File: config.mk
export PLATFORM = sky130hd
export DESIGN_NAME = probe_frame_checker_core
export DESIGN_NICKNAME = d
export VERILOG_FILES = /design/src/rtl/pfc_pkg.sv /design/src/rtl/pfc_byte_check.sv /design/src/rtl/probe_frame_checker_core.sv
export SDC_FILE = /design/constraint.sdc
export NUM_CORES = 1
export LEC_CHECK = 0
export ABC_AREA = 1
export BUFFER_PORTS_ARGS = -buffer_cell sky130_fd_sc_hd__buf_4
export CORE_MARGIN = 2
export CORE_UTILIZATION = 50
export CTS_CLUSTER_SIZE = 30
export DETAILED_ROUTE_END_ITERATION = 8
export HOLD_SLACK_MARGIN = 0.1
export PLACE_DENSITY_LB_ADDON = 0.05
export SLEW_MARGIN = 20
export SYNTH_ARGS = -nofsm -noshare
export SYNTH_HDL_FRONTEND = slang
export SYNTH_SLANG_ARGS = --single-unit
File: constraint.sdc
create_clock -name clk -period 12.1 [get_ports clk]
set_input_delay 1.21 -clock clk [delete_from_list [all_inputs] [get_ports clk]]
set_output_delay 1.21 -clock clk [all_outputs]
set_load 0.03 [all_outputs]
File: src/rtl/pfc_pkg.sv
// Shared constants and result type for the probe frame checker.
package pfc_pkg;

  localparam logic [15:0] FRAME_BYTES   = 16'd1024;
  localparam logic [15:0] HDR_LEN       = 16'd32;
  localparam logic [7:0]  TYPE_PROBE    = 8'd1;
  localparam logic [7:0]  TYPE_ACK      = 8'd2;
  localparam logic [7:0]  PAT_STEP      = 8'd31;
  localparam logic [7:0]  PAT_START     = 8'(HDR_LEN * {8'b0, PAT_STEP});
  localparam logic [7:0]  VERSION_RESET = 8'd1;
  localparam logic [7:0]  MAGIC [4]     = '{8'h4e, 8'h53, 8'h50, 8'h4c};

  localparam int unsigned IN_TDATA_W  = 8;
  localparam int unsigned OUT_TDATA_W = 168;

  typedef struct packed {
    logic               frame_ok;
    logic               is_ack;
    logic [31:0]        seq_number;
    logic signed [63:0] sent_time;
    logic signed [63:0] recv_time;
  } pfc_result_t;

endpackage

File: src/rtl/pfc_byte_check.sv
// Per-byte frame checks, field capture and frame state for the probe frame checker.
module pfc_byte_check (
  input  logic                clk,
  input  logic                rst_n,
  input  logic                step,
  input  logic [7:0]          data_byte,
  input  logic                last_byte,
  input  logic [7:0]          frame_version,
  output pfc_pkg::pfc_result_t result
);
  import pfc_pkg::*;

  localparam logic [15:0] POS_VERSION = 16'd4;
  localparam logic [15:0] POS_TYPE    = 16'd5;
  localparam logic [15:0] POS_LEN_HI  = 16'd6;
  localparam logic [15:0] POS_LEN_LO  = 16'd7;
  localparam logic [15:0] POS_SENT    = 16'd12;
  localparam logic [15:0] POS_RECV    = 16'd20;
  localparam logic [15:0] POS_SIZE    = 16'd28;
  localparam logic [15:0] POS_MAX     = 16'hffff;

  logic [15:0] pos_r,   pos_nxt;
  logic        bad_r,   bad_nxt;
  logic [7:0]  type_r,  type_nxt;
  logic [31:0] seq_r,   seq_nxt;
  logic [63:0] sent_r,  sent_nxt;
  logic [63:0] recv_r,  recv_nxt;
  logic [31:0] size_r,  size_nxt;
  logic [7:0]  pat_r,   pat_nxt;
  logic        ok;

  always_comb begin
    bad_nxt  = bad_r;
    type_nxt = type_r;
    seq_nxt  = seq_r;
    sent_nxt = sent_r;
    recv_nxt = recv_r;
    size_nxt = size_r;
    pat_nxt  = pat_r;
    if (pos_r >= FRAME_BYTES) begin
      bad_nxt = 1'b1;
    end else if (pos_r < POS_VERSION) begin
      if (data_byte != MAGIC[pos_r[1:0]]) bad_nxt = 1'b1;
    end else if (pos_r == POS_VERSION) begin
      if (data_byte != frame_version) bad_nxt = 1'b1;
    end else if (pos_r == POS_TYPE) begin
      type_nxt = data_byte;
      if (!(data_byte inside {TYPE_PROBE, TYPE_ACK})) bad_nxt = 1'b1;
    end else if (pos_r == POS_LEN_HI) begin
      if (data_byte != HDR_LEN[15:8]) bad_nxt = 1'b1;
    end else if (pos_r == POS_LEN_LO) begin
      if (data_byte != HDR_LEN[7:0]) bad_nxt = 1'b1;
    end else if (pos_r < POS_SENT) begin
      seq_nxt = {seq_r[23:0], data_byte};
    end else if (pos_r < POS_RECV) begin
      sent_nxt = {sent_r[55:0], data_byte};
    end else if (pos_r < POS_SIZE) begin
      recv_nxt = {recv_r[55:0], data_byte};
    end else if (pos_r < HDR_LEN) begin
      size_nxt = {size_r[23:0], data_byte};
      if (pos_r == HDR_LEN - 16'd1) begin
        if (size_nxt != {16'b0, FRAME_BYTES}) bad_nxt = 1'b1;
        pat_nxt = seq_r[7:0] + PAT_START;
      end
    end else begin
      if (data_byte != pat_r) bad_nxt = 1'b1;
      pat_nxt = pat_r + PAT_STEP;
    end
    pos_nxt = (pos_r != POS_MAX) ? pos_r + 16'd1 : pos_r;
  end

  always_comb begin
    ok                = !bad_nxt && (pos_r == FRAME_BYTES - 16'd1);
    result.frame_ok   = ok;
    result.is_ack     = ok && (type_nxt == TYPE_ACK);
    result.seq_number = ok ? seq_nxt : 32'd0;
    result.sent_time  = ok ? sent_nxt : 64'd0;
    result.recv_time  = ok ? recv_nxt : 64'd0;
  end

  always_ff @(posedge clk) begin
    if (!rst_n || (step && last_byte)) begin
      pos_r  <= '0;
      bad_r  <= 1'b0;
      type_r <= '0;
      seq_r  <= '0;
      sent_r <= '0;
      recv_r <= '0;
      size_r <= '0;
      pat_r  <= '0;
    end else if (step) begin
      pos_r  <= pos_nxt;
      bad_r  <= bad_nxt;
      type_r <= type_nxt;
      seq_r  <= seq_nxt;
      sent_r <= sent_nxt;
      recv_r <= recv_nxt;
      size_r <= size_nxt;
      pat_r  <= pat_nxt;
    end
  end

endmodule

File: src/rtl/probe_frame_checker_core.sv
// Probe frame checker top level: input register, byte checker and output register.
// A result word is captured in the output register when its last byte leaves the input register.
// Throughput: one byte word per cycle, set by the single-pass byte checker between
// the input register and the output register; a closing byte holds the input
// only while the result register is full and not taken in that cycle.
// Reset: rst_n low at a clock edge clears all frame state, both valid flags and
// sets frame_version back to 1.
module probe_frame_checker_core (
  input  logic                                  clk,
  input  logic                                  rst_n,
  input  logic                                  in_tvalid,
  output logic                                  in_tready,
  input  logic [pfc_pkg::IN_TDATA_W-1:0]        in_tdata,  // [7:0] data_byte
  input  logic                                  in_tlast,  // last_byte
  output logic                                  out_tvalid,
  input  logic                                  out_tready,
  // [0] frame_ok, [1] is_ack, [33:2] seq_number, [97:34] sent_time,
  // [161:98] recv_time, [167:162] zero
  output logic [pfc_pkg::OUT_TDATA_W-1:0]       out_tdata,
  input  logic                                  cfg_wr_en,
  input  logic [7:0]                            cfg_wr_data
);
  import pfc_pkg::*;

  logic [7:0]             frame_version_r;
  logic                   s1_valid_r;
  logic [7:0]             s1_byte_r;
  logic                   s1_last_r;
  logic                   out_valid_r;
  logic [OUT_TDATA_W-1:0] out_data_r;
  logic                   out_free;
  logic                   s1_adv;
  logic                   in_acc;
  pfc_result_t            res;

  assign out_free  = !out_valid_r || out_tready;
  assign s1_adv    = s1_valid_r && (!s1_last_r || out_free);
  assign in_tready = !s1_valid_r || s1_adv;
  assign in_acc    = in_tvalid && in_tready;

  pfc_byte_check u_check (
    .clk          (clk),
    .rst_n        (rst_n),
    .step         (s1_adv),
    .data_byte    (s1_byte_r),
    .last_byte    (s1_last_r),
    .frame_version(frame_version_r),
    .result       (res)
  );

  // hold the configured version
  always_ff @(posedge clk) begin
    if (!rst_n) begin
      frame_version_r <= VERSION_RESET;
    end else if (cfg_wr_en) begin
      frame_version_r <= cfg_wr_data;
    end
  end

  // input register
  always_ff @(posedge clk) begin
    if (!rst_n) begin
      s1_valid_r <= 1'b0;
    end else if (in_acc) begin
      s1_valid_r <= 1'b1;
    end else if (s1_adv) begin
      s1_valid_r <= 1'b0;
    end
  end

  always_ff @(posedge clk) begin
    if (in_acc) begin
      s1_byte_r <= in_tdata;
      s1_last_r <= in_tlast;
    end
  end

  // result register
  always_ff @(posedge clk) begin
    if (!rst_n) begin
      out_valid_r <= 1'b0;
    end else if (s1_adv && s1_last_r) begin
      out_valid_r <= 1'b1;
    end else if (out_tready) begin
      out_valid_r <= 1'b0;
    end
  end

  always_ff @(posedge clk) begin
    if (s1_adv && s1_last_r) begin
      out_data_r <= {6'b0, res.recv_time, res.sent_time, res.seq_number,
                     res.is_ack, res.frame_ok};
    end
  end

  assign out_tvalid = out_valid_r;
  assign out_tdata  = out_data_r;

endmodule
# --- Word level (Yosys, flattened, before mapping) ---
# Cells that the tools add are included.
word_totals:
  reg_bits: 398
  in_bits: 22
  output_inout_bits: 170
op_classes:
  add_sub_neg: 3
  magnitude_cmp: 7
  n_eq_ne: 16
  n_mux: 55
  bitwise_logic: 10
  n_reduce_logical: 21
ops:
  columns: ["operator", "n"]
  rows:
  - ["$mux 64", 17]
  - ["$mux 32", 7]
  - ["$eq 16x3->1 const B", 4]
  - ["$mux 8", 8]
  - ["$lt 16x5->1 const B", 2]
  - ["$ne 32x11->1 const B", 1]
  - ["$ne 8x8->1", 3]
  - ["$mux 1", 22]
  - ["$reduce_and 11->1", 2]
  - ["$add 16x1->16 const B", 1]
  - ["$bmux 8 s2", 1]
  - ["$eq 16x10->1 const B", 1]
  - ["$eq 16x5->1 const B", 1]
  - ["$eq 8x2->1 const B", 2]
  - ["$ge 16x11->1 const B", 1]
  - ["$lt 16x3->1 const B", 1]
  - ["$lt 16x4->1 const B", 1]
  - ["$lt 16x6->1 const B", 1]
  - ["$ne 16x16->1 const B", 1]
  - ["$not 1->1", 9]
  - ["$add 8x5->8 const B", 1]
  - ["$add 8x8->8 const B", 1]
  - ["$eq 8x1->1 const B", 1]
  - ["$ne 8x6->1 const B", 1]
  - ["other kinds (9)", 22]

# --- Logic depth before layout (Yosys ltp) ---
# Gate-level depths: netlist (run 1).
logic_depth:
  word_depth: 16
  depth_mapped: 17
  mapped_depth_nobuf: 16

# --- Hierarchy ---
# From an unflattened synthesis (run 1), not the netlist that was laid out.
unflattened:
  hier_cells: 1946
  area_unflattened_um2: 17260.3
modules_own_cells:
  columns: ["module", "n_inst", "cells_each", "area_per_inst_um2"]
  rows:
  - ["pfc_byte_check", 1, 1715, 11690.0]
  - ["probe_frame_checker_core", 1, 231, 5570.3]

# --- Worst setup path before layout (run 1) ---
# No wires, ideal clock.
synth_path:
  path_kind: "input port to flip-flop"
  startpoint: "input out_tready"
  endpoint: "register out_data_r[0], in the netlist out_tdata[0], enable pin"
  setup_ps: 515
  t_arrival_ps: 4694
  t_required_ps: 11585
  path_slack_ps: 6891
  cell_stages: 6
  n_path_buf: 0
  path_cell_list: "nor2_1 > nand2_1 > nand2_1 > clkinv_1 > nand2_1 > inv_1"
synth_via:
  elab_chain_cells: 4
synth_rtl:
  columns: ["item", "line_no", "source"]
  rows:
  - ["start, declared", "probe_frame_checker_core.sv:16", "input logic out_tready,"]
  - ["$logic_or 1x1->1", "probe_frame_checker_core.sv:36", "assign out_free = !out_valid_r || out_tready;"]
  - ["$logic_or 1x1->1", "probe_frame_checker_core.sv:37", "assign s1_adv = s1_valid_r && (!s1_last_r || out_free);"]
  - ["$logic_and 1x1->1", "probe_frame_checker_core.sv:37", null]
  - ["$logic_and 1x1->1", "probe_frame_checker_core.sv:90", "if (s1_adv && s1_last_r) begin"]
  - ["end signal, assigned", "probe_frame_checker_core.sv:91", "out_data_r <= {6'b0, res.recv_time, res.sent_time, res.seq_number,"]
  - ["end, declared", "probe_frame_checker_core.sv:30", "logic [OUT_TDATA_W-1:0] out_data_r;"]
# Every way passes these cells.
# A chain may end at the register's enable or synchronous reset.

# --- Worst setup path in the final report (run 1) ---
layout_path:
  startpoint: "input out_tready"
  endpoint: "register u_check.size_r[2]"
layout_via:
  elab_chain_cells: 5
layout_rtl:
  columns: ["item", "line_no", "source"]
  rows:
  - ["$logic_or 1x1->1 *", "probe_frame_checker_core.sv:36", null]
  - ["$logic_or 1x1->1 *", "probe_frame_checker_core.sv:37", null]
  - ["$logic_and 1x1->1 *", "probe_frame_checker_core.sv:37", null]
  - ["parallel branches: the longest is 2 deep, another holds $reduce_and 11->1", null, null]
  - ["end signal, assigned", "pfc_byte_check.sv:98", "size_r <= size_nxt;"]
  - ["end, declared", "pfc_byte_check.sv:28", "logic [31:0] size_r, size_nxt;"]
# Mark *: on every way between the ends.

==> results of run 1 <==
[worst max-delay path, stage by stage]
cell,delay [ps]
buf_4,110
nor2_1,170
nand2_1,70
nand2_1,220
inv_8,250
nand2_1,240
nand2_1,350
inv_6,790
buf_4,840
o21ai_0,260
a21oi_1,170
[registers in the layout, summed over array words and instances, names as in the netlist, 16 cells and up]
register	flops
u_check.recv_r	64
u_check.pos_r	16
u_check.seq_r	32
u_check.size_r	24
u_check.sent_r	64
out_tdata	162
[metal layers]
metal | share of wire, % | track usage [%] | routed length, um | up-vias
li1 | - | - | - | 6958
met1 | 47 | 30.22 | 18630 | 6321
met3 | 4.8 | 2.937 | 1905 | 57
met5 | 0 | 0 | 0 | -
met4 | 2.0 | 5.533 | 795 | 0
met2 | 46 | 35.17 | 18260 | 301
[cells by family (layout without fill, tap and decap cells)]
group / after synthesis / after routing / synth area share, %
xor+xnor: 13 / 13 / 0.6486
buf+inv: 486 / 630 / 11.37
simple gates: 731 / 731 / 16.96
fa+ha+maj: 6 / 6 / 0.4276
mux: 1 / 1 / 0.05702
flops: 398 / 398 / 55.14
compound gates: 442 / 442 / 15.37
other cells: 1 / 6 / 0.02136
[report_power, final]
group / switching, mW / internal, mW / total [mW]
Sequential: 0.0424 / 1.46 / 1.50
Clock: 0.509 / 0.775 / 1.28
Combinational: 0.164 / 0.0843 / 0.249
Total: 0.716 / 2.32 / 3.03
[final timing paths]
check | startpoint | cells past startpoint | slack (ps) | to
max | out_tready | 11 | 7840 | u_check.size_r[2]$_SDFFE_PP0P_
min | u_check.recv_r[2]$_SDFFE_PP0P_ | 2 | 500 | u_check.recv_r[2]$_SDFFE_PP0P_
max reg2reg | s1_byte_r[1]$_DFFE_PP_ | 15 | 8100 | out_tdata[135]$_SDFFCE_PN0P_
min reg2reg | u_check.recv_r[2]$_SDFFE_PP0P_ | 2 | 500 | u_check.recv_r[2]$_SDFFE_PP0P_
[per-stage QoR]
stage / instance area [um2] / utilization [%]
after global placement: 18980 / 54.96
final: 20370 / 58.98
after global routing: 20370 / 58.98
after floorplan: 17570 / -
after detailed placement: 18980 / 54.96
after CTS: 20370 / 58.98
[synthesized netlist by cell type, types with 2 or more instances]
cell,instances,share of area [%]
clkinv_1,2,0.043
a211oi_1,3,0.13
ha_1,6,0.43
xnor2_1,7,0.35
buf_4,16,0.68
a21oi_1,124,3.5
nand2_1,305,6.5
nor3_1,11,0.31
nand2_2,4,0.14
buf_2,41,1.2
or2_2,3,0.11
o211ai_1,170,7.3
nand3_2,3,0.17
a21oi_2,8,0.40
dfxtp_1,227,26
nor4_1,5,0.18
nor2_2,3,0.11
buf_1,22,0.47
o21ai_1,3,0.086
o2111ai_1,2,0.10
nor2_1,349,7.5
nand3_1,23,0.66
clkbuf_1,41,0.88
nand4_1,11,0.39
a31oi_1,3,0.11
buf_6,8,0.51
inv_1,340,7.3
nor2_4,2,0.13
edfxtp_1,171,29
o21ai_0,124,3.5
inv_2,16,0.34
xor2_1,6,0.30
nor3_2,2,0.11
[cell type report]
class / instances / area [um2]
clock buffers: 65 / 1250
clock inverters: 12 / 138.9
well taps: 455 / 569.3
repair buffers: 195 / 1464
multi-input cells: 1199 / 5909
inverters: 358 / 1361
flip-flops and latches: 398 / 9679
fillers: 3139 / 14170
==> impl_metrics.env, run 1 <==
export IMPL_outcome="completed"
export IMPL_worst_setup_path_type="in -> reg"
export IMPL_portBuffers=185
export IMPL_syn_cell_area_um2=17550
export IMPL_grt_max_degree=126
export IMPL_vias=13640
export IMPL_place_inst=2605
export IMPL_antenna_cells=0
export IMPL_antenna_found_initial=0
export IMPL_fin_crit_sh_pct=35.24
export IMPL_design_core_area_um2=34540
export IMPL_die_area_um2=36620
export IMPL_ys_ff_latch=398
export IMPL_cts_buffers=42
export IMPL_drt_iter0_drc=1020
export IMPL_hold_path_class="reg -> reg"
export IMPL_grt_pass1_wl_um=64010
export IMPL_synthCells=2078
export IMPL_drive_above_1_share_pct=13.56
export IMPL_final_cell_mix="nor2_1 (349), inv_1 (339), nand2_1 (305)"
export IMPL_whs_ps=498.2
export IMPL_antenna_left=0
export IMPL_cts_num_sinks=398
export IMPL_dp_hpwl_um=24950
export IMPL_cp_end_kind="flip-flop"
export IMPL_slew_headroom_pct=30.46
export IMPL_ys_flop_type="dfxtp_1"
export IMPL_die_y_um=191.4
export IMPL_cts_max_level=2
export IMPL_insertion_delay_ps=530
export IMPL_wire_per_inst_um=14.76
export IMPL_start_util_pct=50.82
export IMPL_final_setup_tns_ps=0
export IMPL_slew_violations=0
export IMPL_vdd_ir_drop_max_mv=0.1089
export IMPL_post_cts_resized=0
export IMPL_holdBufCountCts=0
export IMPL_required_ps=12550
export IMPL_fin_cells=2682
export IMPL_nNetsFinal=2222
export IMPL_grt_use_total_pct=21.55
export IMPL_cts_path_max_buffers=3
export IMPL_wl_um=39580
export IMPL_drv_cap=0
export IMPL_rows=68
export IMPL_post_cts_buffers=0
export IMPL_period_minus_slack_ps=4265
export IMPL_fmax_ghz=0.2345
export IMPL_arrival_ps=4720
export IMPL_grt_pass1_vias=12630
export IMPL_cts_root_buf="clkbuf_16"
export IMPL_grt_ovfl_total=0
export IMPL_first_pass_iters=7
export IMPL_ys_types=50
export IMPL_worstPathMaxFanout=125
export IMPL_io_pins=192
export IMPL_async_reset_ff_share_pct=0
export IMPL_synth_warnings=0
export IMPL_drc=0
export IMPL_pwr_density_cell_nw_per_um2=148.8
export IMPL_rsz0062_at_grt="no"
export IMPL_drt_vias_per_instance=5.085
export IMPL_worstMarginPinSlew_ps=1043
export IMPL_pre_cts_slack_ps=7291
export IMPL_area_growth_synth_to_final_pct=16.05
export IMPL_path_clk_slew_ps=60
export IMPL_fin_worst_skew_ps=15.56
export IMPL_p_leak_nw=8.793
export IMPL_gp_congestion=0.8592
export IMPL_cts_tree="built"
export IMPL_worstSetupStartpointType="primary input"
export IMPL_mostFrequentLayoutCell="nor2_1"
export IMPL_finalSetupViolCount=0
export IMPL_worst_slack_ps=7835
export IMPL_synth_edf_count=171
export IMPL_total_power_mw=3.032
export IMPL_ys_seq_area_share_pct=55.14
export IMPL_hold_viol=0
export IMPL_die_w_um=191.4
export IMPL_avgSynthCellArea_um2=8.448
Note: power is estimated with default switching activity, not from simulation.
==> inputs of run 2 (changes only) <==
==> constraint.sdc (replaced) <==
create_clock -name clk -period 4.3 [get_ports clk]
set_input_delay 0.43 -clock clk [delete_from_list [all_inputs] [get_ports clk]]
set_output_delay 0.43 -clock clk [all_outputs]
set_load 0.03 [all_outputs]
==> impl_metrics.env, run 2 (synthesis results as in run 1) <==
export IMPL_outcome="completed"
export IMPL_drive_above_1_share_pct=13.83
export IMPL_pwr_density_cell_nw_per_um2=413.6
export IMPL_worst_setup_path_type="reg -> reg"
export IMPL_antenna_found_initial=0
export IMPL_io_pins=192
export IMPL_required_ps=4680
export IMPL_path_clk_slew_ps=60
export IMPL_grt_use_total_pct=21.88
export IMPL_slew_violations=0
export IMPL_vias=13830
export IMPL_cts_tree="built"
export IMPL_rows=68
export IMPL_slowest_delay_ps=650
export IMPL_period_minus_slack_ps=2888
export IMPL_die_area_um2=36620
export IMPL_final_area_um2=20600
export IMPL_cts_path_max_buffers=3
export IMPL_worstPathMaxFanout=72
export IMPL_rsz0062_at_grt="no"
export IMPL_nNetsFinal=2238
export IMPL_seqPwrFrac_pct=49.5
export IMPL_arrival_ps=3270
export IMPL_insertion_delay_ps=540
export IMPL_clock_power_share_pct=42.0
export IMPL_grt_pass1_wl_um=64720
export IMPL_mostFrequentLayoutCell="nor2_1"
export IMPL_grt_pass1_vias=12610
export IMPL_design_core_area_um2=34540
export IMPL_utilization_pct=59.64
export IMPL_post_cts_resized=0
export IMPL_hold_viol=0
export IMPL_worstMarginPinSlew_ps=1034
export IMPL_combPwrFrac_pct=8.5
export IMPL_fmax_ghz=0.3462
export IMPL_p_leak_nw=8.884
export IMPL_largest_register_ffs=162
export IMPL_die_y_um=191.4
export IMPL_switching_share_pct=23.71
export IMPL_slew_headroom_pct=31.04
export IMPL_drv_cap=0
export IMPL_worstSetupStartpointType="flip-flop"
export IMPL_die_w_um=191.4
export IMPL_cts_num_sinks=398
export IMPL_cts_root_buf="clkbuf_16"
export IMPL_wl_um=40360
export IMPL_grt_max_degree=237
export IMPL_pre_cts_slack_ps=1371
export IMPL_gp_congestion=0.8539
export IMPL_start_util_pct=50.82
export IMPL_placed_area_um2=19150
export IMPL_grt_ovfl_total=0
export IMPL_fin_crit_sh_pct=67.17
export IMPL_wire_per_inst_um=14.96
export IMPL_finalSetupViolCount=0
export IMPL_p_int_mw=6.500
export IMPL_dp_hpwl_um=26080
export IMPL_drt_iter0_drc=1019
export IMPL_crit_chain="inv_1, nor4_1, nand4_1, o21ai_1, nand3_4, buf_12, nor2_1"
export IMPL_drt_vias_per_instance=5.128
export IMPL_crit_slowest_cell="edfxtp_1"
export IMPL_portBuffers=185
export IMPL_total_power_mw=8.521
export IMPL_drc=0
export IMPL_area_growth_synth_to_final_pct=17.36
export IMPL_cts_max_level=2
export IMPL_fin_worst_skew_ps=20.57
export IMPL_final_setup_tns_ps=0
export IMPL_hold_path_class="in -> reg"
export IMPL_switchingPower_mw=2.021
export IMPL_cts_buffers=42
export IMPL_antenna_left=0
export IMPL_vdd_ir_drop_max_mv=0.3112
export IMPL_worst_slack_ps=1412
export IMPL_cp_end_kind="flip-flop"
export IMPL_first_pass_iters=5
export IMPL_antenna_cells=0
export IMPL_final_cell_mix="nor2_1 (349), inv_1 (339), nand2_1 (305)"
[run 2: cell count changes in the layout (fill, tap and decap cells not counted), sizes merged]
cell,change
buf,+8
clkbuf,+2
clkinv,-1
clkinvlp,+1
dlygate4sd3,+8
inv,-3
[run 2: path summary, 6_finish.rpt]
check / startpoint / endpoint / slack, ps / cells past startpoint
worst max-delay path: s1_byte_r[6]$_DFFE_PP_ / out_tdata[3]$_SDFFCE_PN0P_ / 1410 / 7
worst min-delay path: cfg_wr_data[0] / frame_version_r[0]$_SDFFE_PN1P_ / 120 / 3
worst max register to register: s1_byte_r[6]$_DFFE_PP_ / out_tdata[3]$_SDFFCE_PN0P_ / 1410 / 7
worst min register to register: u_check.size_r[2]$_SDFFE_PP0P_ / u_check.size_r[10]$_SDFFE_PP0P_ / 490 / 2
[run 2: final cells by class]
cell class / count / area (um2)
flip-flops and latches: 398 / 9679
well taps: 455 / 569.3
fillers: 3131 / 13940
multi-input cells: 1199 / 5909
inverters: 358 / 1360
clock inverters: 9 / 130.1
repair buffers: 211 / 1717
clock buffers: 67 / 1236
[run 2: worst max-delay path, delay by kind of cell, from the launching register on]
family                 cells  cell delay [ps]
DFF                        1              650
and+or+nand+nor            4             1060
AOI/OAI and AO/OA          1              340
buffers and inverters      2              620
[run 2: power by group through the flow]
| stage | clock (mW) | combinational, mW | sequential [mW] |
|---|---|---|---|
| floorplan | 0 | 0.408 | 4.38 |
| global placement | 0 | 0.711 | 4.30 |
| detailed placement | 0 | 0.721 | 4.30 |
| CTS | 3.66 | 0.730 | 4.22 |
| global route | 3.83 | 0.811 | 4.24 |
| finish | 3.57 | 0.725 | 4.22 |
[run 2: per-stage QoR]
| step | hold slack (ps) | std cells |
|---|---|---|
| CTS | 108.1 | 2697 |
| global placement | 459.6 | 2613 |
| finish | 122.1 | 2697 |
| global route | 105.3 | 2697 |
| detailed placement | 476.2 | 2613 |
| floorplan | 443.5 | 2083 |
[run 2: layer usage]
| layer | global-route usage [%] | routed length, um |
|---|---|---|
| met1 | 30.34 | 18620 |
| met2 | 35.87 | 18970 |
| met3 | 3.029 | 1887 |
| met4 | 6.065 | 879 |
| met5 | 0 | 0 |
[run 2: what timing repair did]
item / in CTS / in global routing
endpoints found under the hold margin: 8 / 0
hold buffers: 8 / 0
buffers inserted: 0 / 0
setup endpoints to repair: 0 / 0
